<file path="config.mk">
export PLATFORM = sky130hd
export DESIGN_NAME = expression_char_tokenizer_flat
export DESIGN_NICKNAME = d
export VERILOG_FILES = /design/src/design/ect_pkg.sv /design/src/design/ect_if.sv /design/src/design/expression_char_tokenizer.sv /design/src/flat_wrapper.sv
export SDC_FILE = /design/constraint.sdc
export NUM_CORES = 1
export LEC_CHECK = 0
export BUFFER_PORTS_ARGS = -buffer_cell sky130_fd_sc_hd__buf_2
export CAP_MARGIN = 20
export CORE_MARGIN = 2
export CORE_UTILIZATION = 55
export CTS_CLUSTER_DIAMETER = 40
export DETAILED_ROUTE_END_ITERATION = 16
export PLACE_DENSITY = 0.74
export SLEW_MARGIN = 20
export SYNTH_ARGS = -nofsm -noshare
export SYNTH_HDL_FRONTEND = slang
export SYNTH_SLANG_ARGS = --single-unit
</file>
<file path="constraint.sdc">
create_clock -name clk_i -period 5.8 [get_ports clk_i]
set_input_delay 1.16 -clock clk_i [delete_from_list [all_inputs] [get_ports clk_i]]
set_output_delay 1.16 -clock clk_i [all_outputs]
set_load 0.05 [all_outputs]
</file>
<file path="src/design/ect_pkg.sv">
// Package of the expression tokenizer: widths, codes, token record and character helpers.
package ect_pkg;

  localparam int unsigned LINE_BITS   = 16;
  localparam int unsigned COLUMN_BITS = 12;
  localparam int unsigned MAX_BURST   = 3;

  typedef logic [LINE_BITS-1:0]   line_t;
  typedef logic [COLUMN_BITS-1:0] col_t;

  // Token kinds as they appear on the result channel.
  typedef enum logic [3:0] {
    TK_PRINT  = 4'd0,
    TK_NUMBER = 4'd1,
    TK_PLUS   = 4'd2,
    TK_MINUS  = 4'd3,
    TK_STAR   = 4'd4,
    TK_SLASH  = 4'd5,
    TK_LPAREN = 4'd6,
    TK_RPAREN = 4'd7,
    TK_SEMI   = 4'd8,
    TK_EOF    = 4'd9,
    TK_ERROR  = 4'd10
  } tok_kind_e;

  typedef enum logic [1:0] {
    ERR_NONE  = 2'd0,
    ERR_CHAR  = 2'd1,
    ERR_IDENT = 2'd2
  } err_kind_e;

  // Scanner modes.
  typedef enum logic [2:0] {
    MODE_IDLE    = 3'd0,
    MODE_IDENT   = 3'd1,
    MODE_INT     = 3'd2,
    MODE_DOT     = 3'd3,
    MODE_FRAC    = 3'd4,
    MODE_SLASH   = 3'd5,
    MODE_COMMENT = 3'd6
  } mode_e;

  // Input function codes.
  localparam logic FUNC_CHAR = 1'b0;
  localparam logic FUNC_END  = 1'b1;

  // Keyword match progress.
  localparam logic [2:0] KP_DONE = 3'd5;
  localparam logic [2:0] KP_NONE = 3'd7;

  localparam logic [7:0] CH_LF    = 8'h0A;
  localparam logic [7:0] CH_DOT   = 8'h2E;
  localparam logic [7:0] CH_US    = 8'h5F;
  localparam logic [7:0] CH_SLASH = 8'h2F;
  localparam logic [7:0] CH_PLUS  = 8'h2B;
  localparam logic [7:0] CH_MINUS = 8'h2D;
  localparam logic [7:0] CH_STAR  = 8'h2A;
  localparam logic [7:0] CH_LPAR  = 8'h28;
  localparam logic [7:0] CH_RPAR  = 8'h29;
  localparam logic [7:0] CH_SEMI  = 8'h3B;
  localparam logic [7:0] CH_SPACE = 8'h20;

  // One result token.
  typedef struct packed {
    tok_kind_e  kind;
    err_kind_e  err;
    logic [7:0] bad;
    line_t      line;
    col_t       col;
    col_t       len;
  } tok_t;

  function automatic logic is_digit(input logic [7:0] c);
    return (c >= 8'h30) && (c <= 8'h39);
  endfunction

  function automatic logic is_alpha(input logic [7:0] c);
    return ((c >= 8'h61) && (c <= 8'h7A)) || ((c >= 8'h41) && (c <= 8'h5A));
  endfunction

  function automatic logic is_space(input logic [7:0] c);
    return (c == CH_SPACE) || ((c >= 8'h09) && (c <= 8'h0D));
  endfunction

  // Letters of the keyword PRINT by position.
  function automatic logic [7:0] kw_char(input logic [2:0] idx);
    logic [7:0] r;
    case (idx)
      3'd0:    r = 8'h50;
      3'd1:    r = 8'h52;
      3'd2:    r = 8'h49;
      3'd3:    r = 8'h4E;
      3'd4:    r = 8'h54;
      default: r = 8'h00;
    endcase
    return r;
  endfunction

  function automatic col_t col_inc(input col_t v);
    return (v == {COLUMN_BITS{1'b1}}) ? v : v + col_t'(1);
  endfunction

  function automatic line_t line_inc(input line_t v);
    return (v == {LINE_BITS{1'b1}}) ? v : v + line_t'(1);
  endfunction

endpackage

</file>
<file path="src/design/ect_if.sv">
// Stream interfaces of the tokenizer: source bytes in, tokens out.
interface ect_in_if;
  import ect_pkg::*;
  logic       valid;
  logic       ready;
  logic       func;
  logic [7:0] char_code;

  modport source (output valid, output func, output char_code, input ready);
  modport sink   (input valid, input func, input char_code, output ready);
endinterface

interface ect_out_if;
  import ect_pkg::*;
  logic                   valid;
  logic                   ready;
  logic [3:0]             token_kind;
  logic [1:0]             error_kind;
  logic [7:0]             bad_char;
  logic [LINE_BITS-1:0]   line_number;
  logic [COLUMN_BITS-1:0] start_column;
  logic [COLUMN_BITS-1:0] lexeme_length;
  logic                   last;

  modport source (output valid, output token_kind, output error_kind, output bad_char,
                  output line_number, output start_column, output lexeme_length,
                  output last, input ready);
  modport sink   (input valid, input token_kind, input error_kind, input bad_char,
                  input line_number, input start_column, input lexeme_length,
                  input last, output ready);
endinterface

</file>
<file path="src/design/expression_char_tokenizer.sv">
// Streaming tokenizer for a small expression language.
//
//   Channel  Dir  Payload                                          Accepted when
//   in_i     in   func, char_code                                  valid && ready
//   out_o    out  token_kind, error_kind, bad_char, line_number,   valid && ready
//                 start_column, lexeme_length, last
//
// A byte is scanned in the cycle it is accepted; its tokens (none to three)
// land in a three-slot burst register and leave one per cycle from the next
// while the output is ready. A new byte is taken every cycle while at most one
// token is produced per byte and the output is ready; a byte giving two or three
// tokens holds the input while the burst register drains. A stalled output holds
// its token and blocks input only once the burst register is occupied.
// Reset brings the scanner to the idle mode at line 1, column 1.
module expression_char_tokenizer (
  input  logic             clk_i,
  input  logic             rst_ni,
  ect_in_if.sink           in_i,
  ect_out_if.source        out_o
);
  import ect_pkg::*;

  // Scanner state.
  mode_e      mode_q, mode_d;
  line_t      line_q, line_d;
  col_t       col_q, col_d;
  col_t       tsc_q, tsc_d;
  col_t       tlen_q, tlen_d;
  logic [2:0] kp_q, kp_d;
  col_t       dotc_q, dotc_d;

  // Burst register.
  tok_t       slot_q [MAX_BURST];
  tok_t       slot_d [MAX_BURST];
  logic [1:0] cnt_q, cnt_d;
  logic [1:0] idx_q;
  logic [1:0] new_cnt;

  logic       in_fire, out_fire, drain_done;
  tok_t       cur_tok;

  // Scan one byte: pending tokens, then the byte's own token, then next state.
  always_comb begin
    logic [7:0] c;
    logic       cont;
    logic       do_flush;
    logic       do_idle;
    tok_t       f0, f1, t;
    logic [1:0] fcnt;
    logic       tv;

    c        = in_i.char_code;
    cont     = 1'b0;
    do_flush = 1'b0;
    do_idle  = 1'b0;
    fcnt     = 2'd0;
    tv       = 1'b0;
    f0       = '{kind: TK_NUMBER, err: ERR_NONE, bad: 8'h00, line: line_q, col: tsc_q,
                 len: tlen_q};
    f1       = '{kind: TK_ERROR, err: ERR_CHAR, bad: CH_DOT, line: line_q, col: dotc_q,
                 len: col_t'(1)};
    t        = '{kind: TK_EOF, err: ERR_NONE, bad: 8'h00, line: line_q, col: col_q,
                 len: col_t'(0)};

    mode_d = mode_q;
    line_d = line_q;
    col_d  = col_q;
    tsc_d  = tsc_q;
    tlen_d = tlen_q;
    kp_d   = kp_q;
    dotc_d = dotc_q;

    // Does the byte extend the current lexeme?
    if (in_i.func == FUNC_CHAR) begin
      case (mode_q)
        MODE_IDENT: begin
          cont = is_alpha(c) || is_digit(c) || (c == CH_US);
          if (cont) begin
            kp_d   = ((kp_q < KP_DONE) && (c == kw_char(kp_q))) ? kp_q + 3'd1 : KP_NONE;
            tlen_d = col_inc(tlen_q);
            col_d  = col_inc(col_q);
          end
        end
        MODE_INT: begin
          cont = is_digit(c) || (c == CH_DOT);
          if (is_digit(c)) begin
            tlen_d = col_inc(tlen_q);
            col_d  = col_inc(col_q);
          end else if (c == CH_DOT) begin
            mode_d = MODE_DOT;
            dotc_d = col_q;
            col_d  = col_inc(col_q);
          end
        end
        MODE_DOT: begin
          cont = is_digit(c);
          if (cont) begin
            mode_d = MODE_FRAC;
            tlen_d = col_inc(col_inc(tlen_q));
            col_d  = col_inc(col_q);
          end
        end
        MODE_FRAC: begin
          cont = is_digit(c);
          if (cont) begin
            tlen_d = col_inc(tlen_q);
            col_d  = col_inc(col_q);
          end
        end
        MODE_SLASH: begin
          cont = (c == CH_SLASH);
          if (cont) begin
            mode_d = MODE_COMMENT;
            col_d  = col_inc(col_q);
          end
        end
        MODE_COMMENT: begin
          cont = (c != CH_LF);
          if (cont) begin
            col_d = col_inc(col_q);
          end
        end
        default: begin
          cont = 1'b0;
        end
      endcase
      do_idle  = !cont;
      do_flush = !cont;
    end else begin
      do_flush = 1'b1;
    end

    // Pending token of the lexeme that ends here.
    if (do_flush) begin
      case (mode_q)
        MODE_IDENT: begin
          fcnt = 2'd1;
          if ((kp_q == KP_DONE) && (tlen_q == col_t'(5))) begin
            f0.kind = TK_PRINT;
          end else begin
            f0.kind = TK_ERROR;
            f0.err  = ERR_IDENT;
          end
        end
        MODE_INT, MODE_FRAC: begin
          fcnt = 2'd1;
        end
        MODE_DOT: begin
          fcnt = 2'd2;
        end
        MODE_SLASH: begin
          fcnt    = 2'd1;
          f0.kind = TK_SLASH;
          f0.len  = col_t'(1);
        end
        default: begin
          fcnt = 2'd0;
        end
      endcase
    end

    // The byte itself, starting from idle.
    if (do_idle) begin
      mode_d = MODE_IDLE;
      t.col  = col_q;
      t.len  = col_t'(1);
      t.kind = TK_ERROR;
      if (c == CH_LF) begin
        line_d = line_inc(line_q);
        col_d  = col_t'(1);
      end else begin
        col_d = col_inc(col_q);
        if (is_space(c)) begin
          tv = 1'b0;
        end else if (is_alpha(c) || (c == CH_US)) begin
          mode_d = MODE_IDENT;
          tsc_d  = col_q;
          tlen_d = col_t'(1);
          kp_d   = (c == kw_char(3'd0)) ? 3'd1 : KP_NONE;
        end else if (is_digit(c)) begin
          mode_d = MODE_INT;
          tsc_d  = col_q;
          tlen_d = col_t'(1);
        end else if (c == CH_SLASH) begin
          mode_d = MODE_SLASH;
          tsc_d  = col_q;
          tlen_d = col_t'(1);
        end else begin
          tv = 1'b1;
          case (c)
            CH_PLUS:  t.kind = TK_PLUS;
            CH_MINUS: t.kind = TK_MINUS;
            CH_STAR:  t.kind = TK_STAR;
            CH_LPAR:  t.kind = TK_LPAREN;
            CH_RPAR:  t.kind = TK_RPAREN;
            CH_SEMI:  t.kind = TK_SEMI;
            default: begin
              t.kind = TK_ERROR;
              t.err  = ERR_CHAR;
              t.bad  = c;
            end
          endcase
        end
      end
    end

    // End of source: EOF token, then back to the reset state.
    if (in_i.func == FUNC_END) begin
      tv     = 1'b1;
      mode_d = MODE_IDLE;
      line_d = line_t'(1);
      col_d  = col_t'(1);
      tsc_d  = '0;
      tlen_d = '0;
      kp_d   = 3'd0;
      dotc_d = '0;
    end

    // Pack the tokens in order.
    slot_d[0] = (fcnt != 2'd0) ? f0 : t;
    slot_d[1] = (fcnt == 2'd2) ? f1 : t;
    slot_d[2] = t;
    new_cnt   = fcnt + {1'b0, tv};
  end

  // Handshakes.
  assign out_fire   = out_o.valid && out_o.ready;
  assign drain_done = out_fire && (idx_q == (cnt_q - 2'd1));
  assign in_i.ready = (cnt_q == 2'd0) || drain_done;
  assign in_fire    = in_i.valid && in_i.ready;

  always_comb begin
    cnt_d = cnt_q;
    if (in_fire) begin
      cnt_d = new_cnt;
    end else if (drain_done) begin
      cnt_d = 2'd0;
    end
  end

  // Scanner state registers, updated on each accepted byte.
  always_ff @(posedge clk_i or negedge rst_ni) begin
    if (!rst_ni) begin
      mode_q <= MODE_IDLE;
      line_q <= line_t'(1);
      col_q  <= col_t'(1);
      tsc_q  <= '0;
      tlen_q <= '0;
      kp_q   <= 3'd0;
      dotc_q <= '0;
    end else if (in_fire) begin
      mode_q <= mode_d;
      line_q <= line_d;
      col_q  <= col_d;
      tsc_q  <= tsc_d;
      tlen_q <= tlen_d;
      kp_q   <= kp_d;
      dotc_q <= dotc_d;
    end
  end

  // Burst control: count of tokens held and the one on show.
  always_ff @(posedge clk_i or negedge rst_ni) begin
    if (!rst_ni) begin
      cnt_q <= 2'd0;
      idx_q <= 2'd0;
    end else begin
      cnt_q <= cnt_d;
      if (in_fire || drain_done) begin
        idx_q <= 2'd0;
      end else if (out_fire) begin
        idx_q <= idx_q + 2'd1;
      end
    end
  end

  // Burst payload.
  always_ff @(posedge clk_i) begin
    if (in_fire) begin
      slot_q <= slot_d;
    end
  end

  // Token on show.
  always_comb begin
    case (idx_q)
      2'd0:    cur_tok = slot_q[0];
      2'd1:    cur_tok = slot_q[1];
      default: cur_tok = slot_q[2];
    endcase
  end

  assign out_o.valid         = (cnt_q != 2'd0);
  assign out_o.token_kind    = cur_tok.kind;
  assign out_o.error_kind    = cur_tok.err;
  assign out_o.bad_char      = cur_tok.bad;
  assign out_o.line_number   = cur_tok.line;
  assign out_o.start_column  = cur_tok.col;
  assign out_o.lexeme_length = cur_tok.len;
  assign out_o.last          = (idx_q == (cnt_q - 2'd1));

endmodule

</file>
<file path="src/flat_wrapper.sv">
// flat-port wrapper written by rule: the top's interface ports become plain ports
module expression_char_tokenizer_flat import ect_pkg::*;
  (clk_i, rst_ni, in_i_valid, in_i_func, in_i_char_code, in_i_ready, out_o_valid, out_o_token_kind, out_o_error_kind, out_o_bad_char, out_o_line_number, out_o_start_column, out_o_lexeme_length, out_o_last, out_o_ready);
  ect_in_if in_i_i ();
  ect_out_if out_o_i ();
  input  logic clk_i;
  input  logic rst_ni;
  input wire logic [$bits(in_i_i.valid)-1:0] in_i_valid;
  input wire logic [$bits(in_i_i.func)-1:0] in_i_func;
  input wire logic [$bits(in_i_i.char_code)-1:0] in_i_char_code;
  output wire logic [$bits(in_i_i.ready)-1:0] in_i_ready;
  output wire logic [$bits(out_o_i.valid)-1:0] out_o_valid;
  output wire logic [$bits(out_o_i.token_kind)-1:0] out_o_token_kind;
  output wire logic [$bits(out_o_i.error_kind)-1:0] out_o_error_kind;
  output wire logic [$bits(out_o_i.bad_char)-1:0] out_o_bad_char;
  output wire logic [$bits(out_o_i.line_number)-1:0] out_o_line_number;
  output wire logic [$bits(out_o_i.start_column)-1:0] out_o_start_column;
  output wire logic [$bits(out_o_i.lexeme_length)-1:0] out_o_lexeme_length;
  output wire logic [$bits(out_o_i.last)-1:0] out_o_last;
  input wire logic [$bits(out_o_i.ready)-1:0] out_o_ready;
  assign in_i_i.valid = in_i_valid;
  assign in_i_i.func = in_i_func;
  assign in_i_i.char_code = in_i_char_code;
  assign in_i_ready = in_i_i.ready;
  assign out_o_valid = out_o_i.valid;
  assign out_o_token_kind = out_o_i.token_kind;
  assign out_o_error_kind = out_o_i.error_kind;
  assign out_o_bad_char = out_o_i.bad_char;
  assign out_o_line_number = out_o_i.line_number;
  assign out_o_start_column = out_o_i.start_column;
  assign out_o_lexeme_length = out_o_i.lexeme_length;
  assign out_o_last = out_o_i.last;
  assign out_o_i.ready = out_o_ready;
  expression_char_tokenizer u_core (.clk_i(clk_i), .rst_ni(rst_ni), .in_i(in_i_i), .out_o(out_o_i));
endmodule
</file>
==> impl_metrics.toml <==
[worst_setup_path]
slowest_stage = "dfrtp_1"
cp_max_fo = 14
worst-setup-path-type = "flop to flop"
worstPathArrival_ns = 4.86
cpPeakStageDelay_ns = 0.61
required_ns = 6.15
cp.depth = 14
path_cells = "ha_1 -> nand2_1 -> or4_1 -> a21o_1 -> inv_1 -> ha_1 -> inv_1 -> or4_1 -> a22oi_4 -> and2_1 -> nand3_2 -> and4b_1 -> o311a_1 -> a211oi_2"
endpoint_kind = "flop"
crit_path_start_kind = "flop"
crit_family = "simple AND/OR/NAND/NOR gates"
path_buf_inv = 2
worstRegToRegCells = 14

[timing]
timing.final.ws_setup_ns = 1.29
whs_ns = 0.496
fin_crit_sh = 0.778
fmax_mhz = 222
period_needed_ns = 4.51
finalHoldViolCount = 0
rsz0062_at_grt = "false"
slew_headroom = 0.296
setup_viol = 0
drv_slew = 0
fin_worst_skew_ns = 0.0125
setup_tns_ns = 0
worst_pin_slew_ns = 1.06

[grt]
grt_max_degree = 75
grt_pass1_vias = 7402
grt_pass1_wl_um = 38600
track_usage = 0.250
antenna_found_initial = 0
grt_overflow_total = 0

[finish]
final_nets = 1046
drive_gt1_frac = 0.181
syn2layout_area_growth_pct = 8.77
layout_commonest_cell = "nand2_1"
diodes = 0
utilization = 0.611
final_cell_mix = "nand2_1 (155), edfxtp_1 (106), nor2_1 (72), dfrtp_1 (72), buf_2 (68)"

[placed_design]
hpwl_um = 16000
gp_congestion = 0.919
portBuffers = 69
pre_cts_slack_ns = 1.34

[synth]
ys_ff_latch = 180
synth_edf_count = 106
syn_area_per_cell_um2 = 10.2
synth_nets = 1024
ys.flop_type = "edfxtp_1"
seq_area_frac_synth = 0.497
async_reset_ff_frac = 0.411
synthCells = 997
yosysUniqueCellTypes = 87
synth_area_um2 = 10100
yosys_warnings = 0

[clock_network]
clock_latency_ns = 0.43
path_clk_slew_ns = 0.07
hold_buffers = 0
cts-resized-gates = 0
cts_setup_buffers = 0
cts_num_sinks = 180
clockBufferDepth = 2
cts_htree_levels = 4
root_buffer = "clkbuf_16"
numCtsBuffers = 17
cts_tree = "built"

[route]
dr.pass1.iters = 8
drt_iter0_markers = 876
finalWirelength_um = 23700
final_antenna_net_count = 0
avgRoutedWirePerCell_um = 18.8
drc = 0
viasPerCell = 6.13
via_count = 7718

[die]
pin_count = 70
die_w_um = 140
coreArea_um2 = 18000
rows = 49
start_util = 0.562
dieArea_um2 = 19500
die_y_um = 140

[worst_hold_path]
hold_depth = 0
hp-class = "flop to flop"

[status]
status = "complete, no violations"

[power_and_ir_drop]
powerDensity_nw_per_um2 = 493
leakage_uw = 0.00457
ir_worst_vdd_v = 0.000488

[run]
cap_viol_max_count = 0
==> cell type report <==
class,count,area (um2)
clock buffers,20,437
clock inverters,11,125
fillers,1477,7000
inverters,26,100
multi-input cells,712,4590
flip-flops and latches,180,5040
well taps,229,287
repair buffers,82,445
==> through the flow <==
step | cells | total power [uW] | instance area [um2]
final | 1260 | 5430 | 11000
after global routing | 1260 | 5720 | 11000
after CTS | 1259 | 5450 | 11000
after detailed placement | 1228 | 4330 | 10500
after global placement | 1228 | 4280 | 10500
after floorplan | 997 | 3790 | 10100
==> sequential cells by signal (all words and copies together), names as in the netlist <==
register / flops
u_core.col_q: 12
u_core.mode_q: 3
u_core.tlen_q: 12
u_core.line_q: 16
u_core.cnt_q: 2
u_core.kp_q: 3
u_core.slot_q: 106
u_core.tsc_q: 12
u_core.idx_q: 2
u_core.dotc_q: 12
==> power breakdown <==
part           internal [uW]  total (uW)  switching (uW)
Sequential              1770        1970             199
Combinational            618        2340            1720
Clock                    636        1120             483
==> cell families (layout without fill, tap and decap cells) <==
| family | Yosys count | count (layout) | synth area share |
|---|---|---|---|
| mux | 56 | 56 | 0.0636 |
| simple gates | 425 | 425 | 0.211 |
| compound gates | 181 | 181 | 0.129 |
| fa+ha+maj | 14 | 14 | 0.0173 |
| buf+inv | 105 | 139 | 0.0510 |
| flops | 180 | 180 | 0.497 |
| xor+xnor | 36 | 36 | 0.0311 |
==> worst register-to-register path: stages (launching register included) <==
cell and delay [ns]:
dfrtp_1 0.61, ha_1 0.46, nand2_1 0.16, or4_1 0.59, a21o_1 0.26, inv_1 0.07
ha_1 0.19, inv_1 0.05, or4_1 0.60, a22oi_4 0.26, and2_1 0.22, nand3_2 0.19
and4b_1 0.28, o311a_1 0.30, a211oi_2 0.19
==> per-layer routing <==
| layer | vias to the layer above | GRT usage | routed length [um] |
|---|---|---|---|
| met1 | 3720 | 0.334 | 10100 |
| li1 | 3643 | - | - |
| met3 | 48 | 0.0530 | 1770 |
| met5 | - | 0 | 0 |
| met4 | 0 | 0.0911 | 594 |
| met2 | 307 | 0.404 | 11200 |
==> cells in the mapped netlist, types with 14 or more instances <==
master,instances,area [um2]
a21oi_1,28,140
inv_1,24,90.1
a22oi_1,29,218
nor3_1,26,130
edfxtp_1,106,3180
and2_1,28,175
ha_1,14,175
nand4_1,16,100
nor2_1,73,274
buf_4,22,165
nor2b_1,14,87.6
buf_2,14,70.1
nand3_1,26,130
clkbuf_1,39,146
xor2_1,23,201
mux2_2,35,394
and3_1,30,188
o21ai_0,38,190
dfrtp_1,72,1800
nand2_1,155,582
==> path summary, 6_finish.rpt <==
check                                 start                end  slack, ns
min                        u_core.line_q[9]  u_core.slot_q[87]       0.50
max in group asynchronous            rst_ni   u_core.line_q[6]       4.25
max reg2reg                u_core.tlen_q[0]   u_core.tlen_q[7]       1.29
max                        u_core.tlen_q[0]   u_core.tlen_q[7]       1.29
min reg2reg                u_core.line_q[9]  u_core.slot_q[87]       0.50
min in group asynchronous            rst_ni   u_core.tlen_q[9]       0.86
Power figures use the tool's default switching activity.
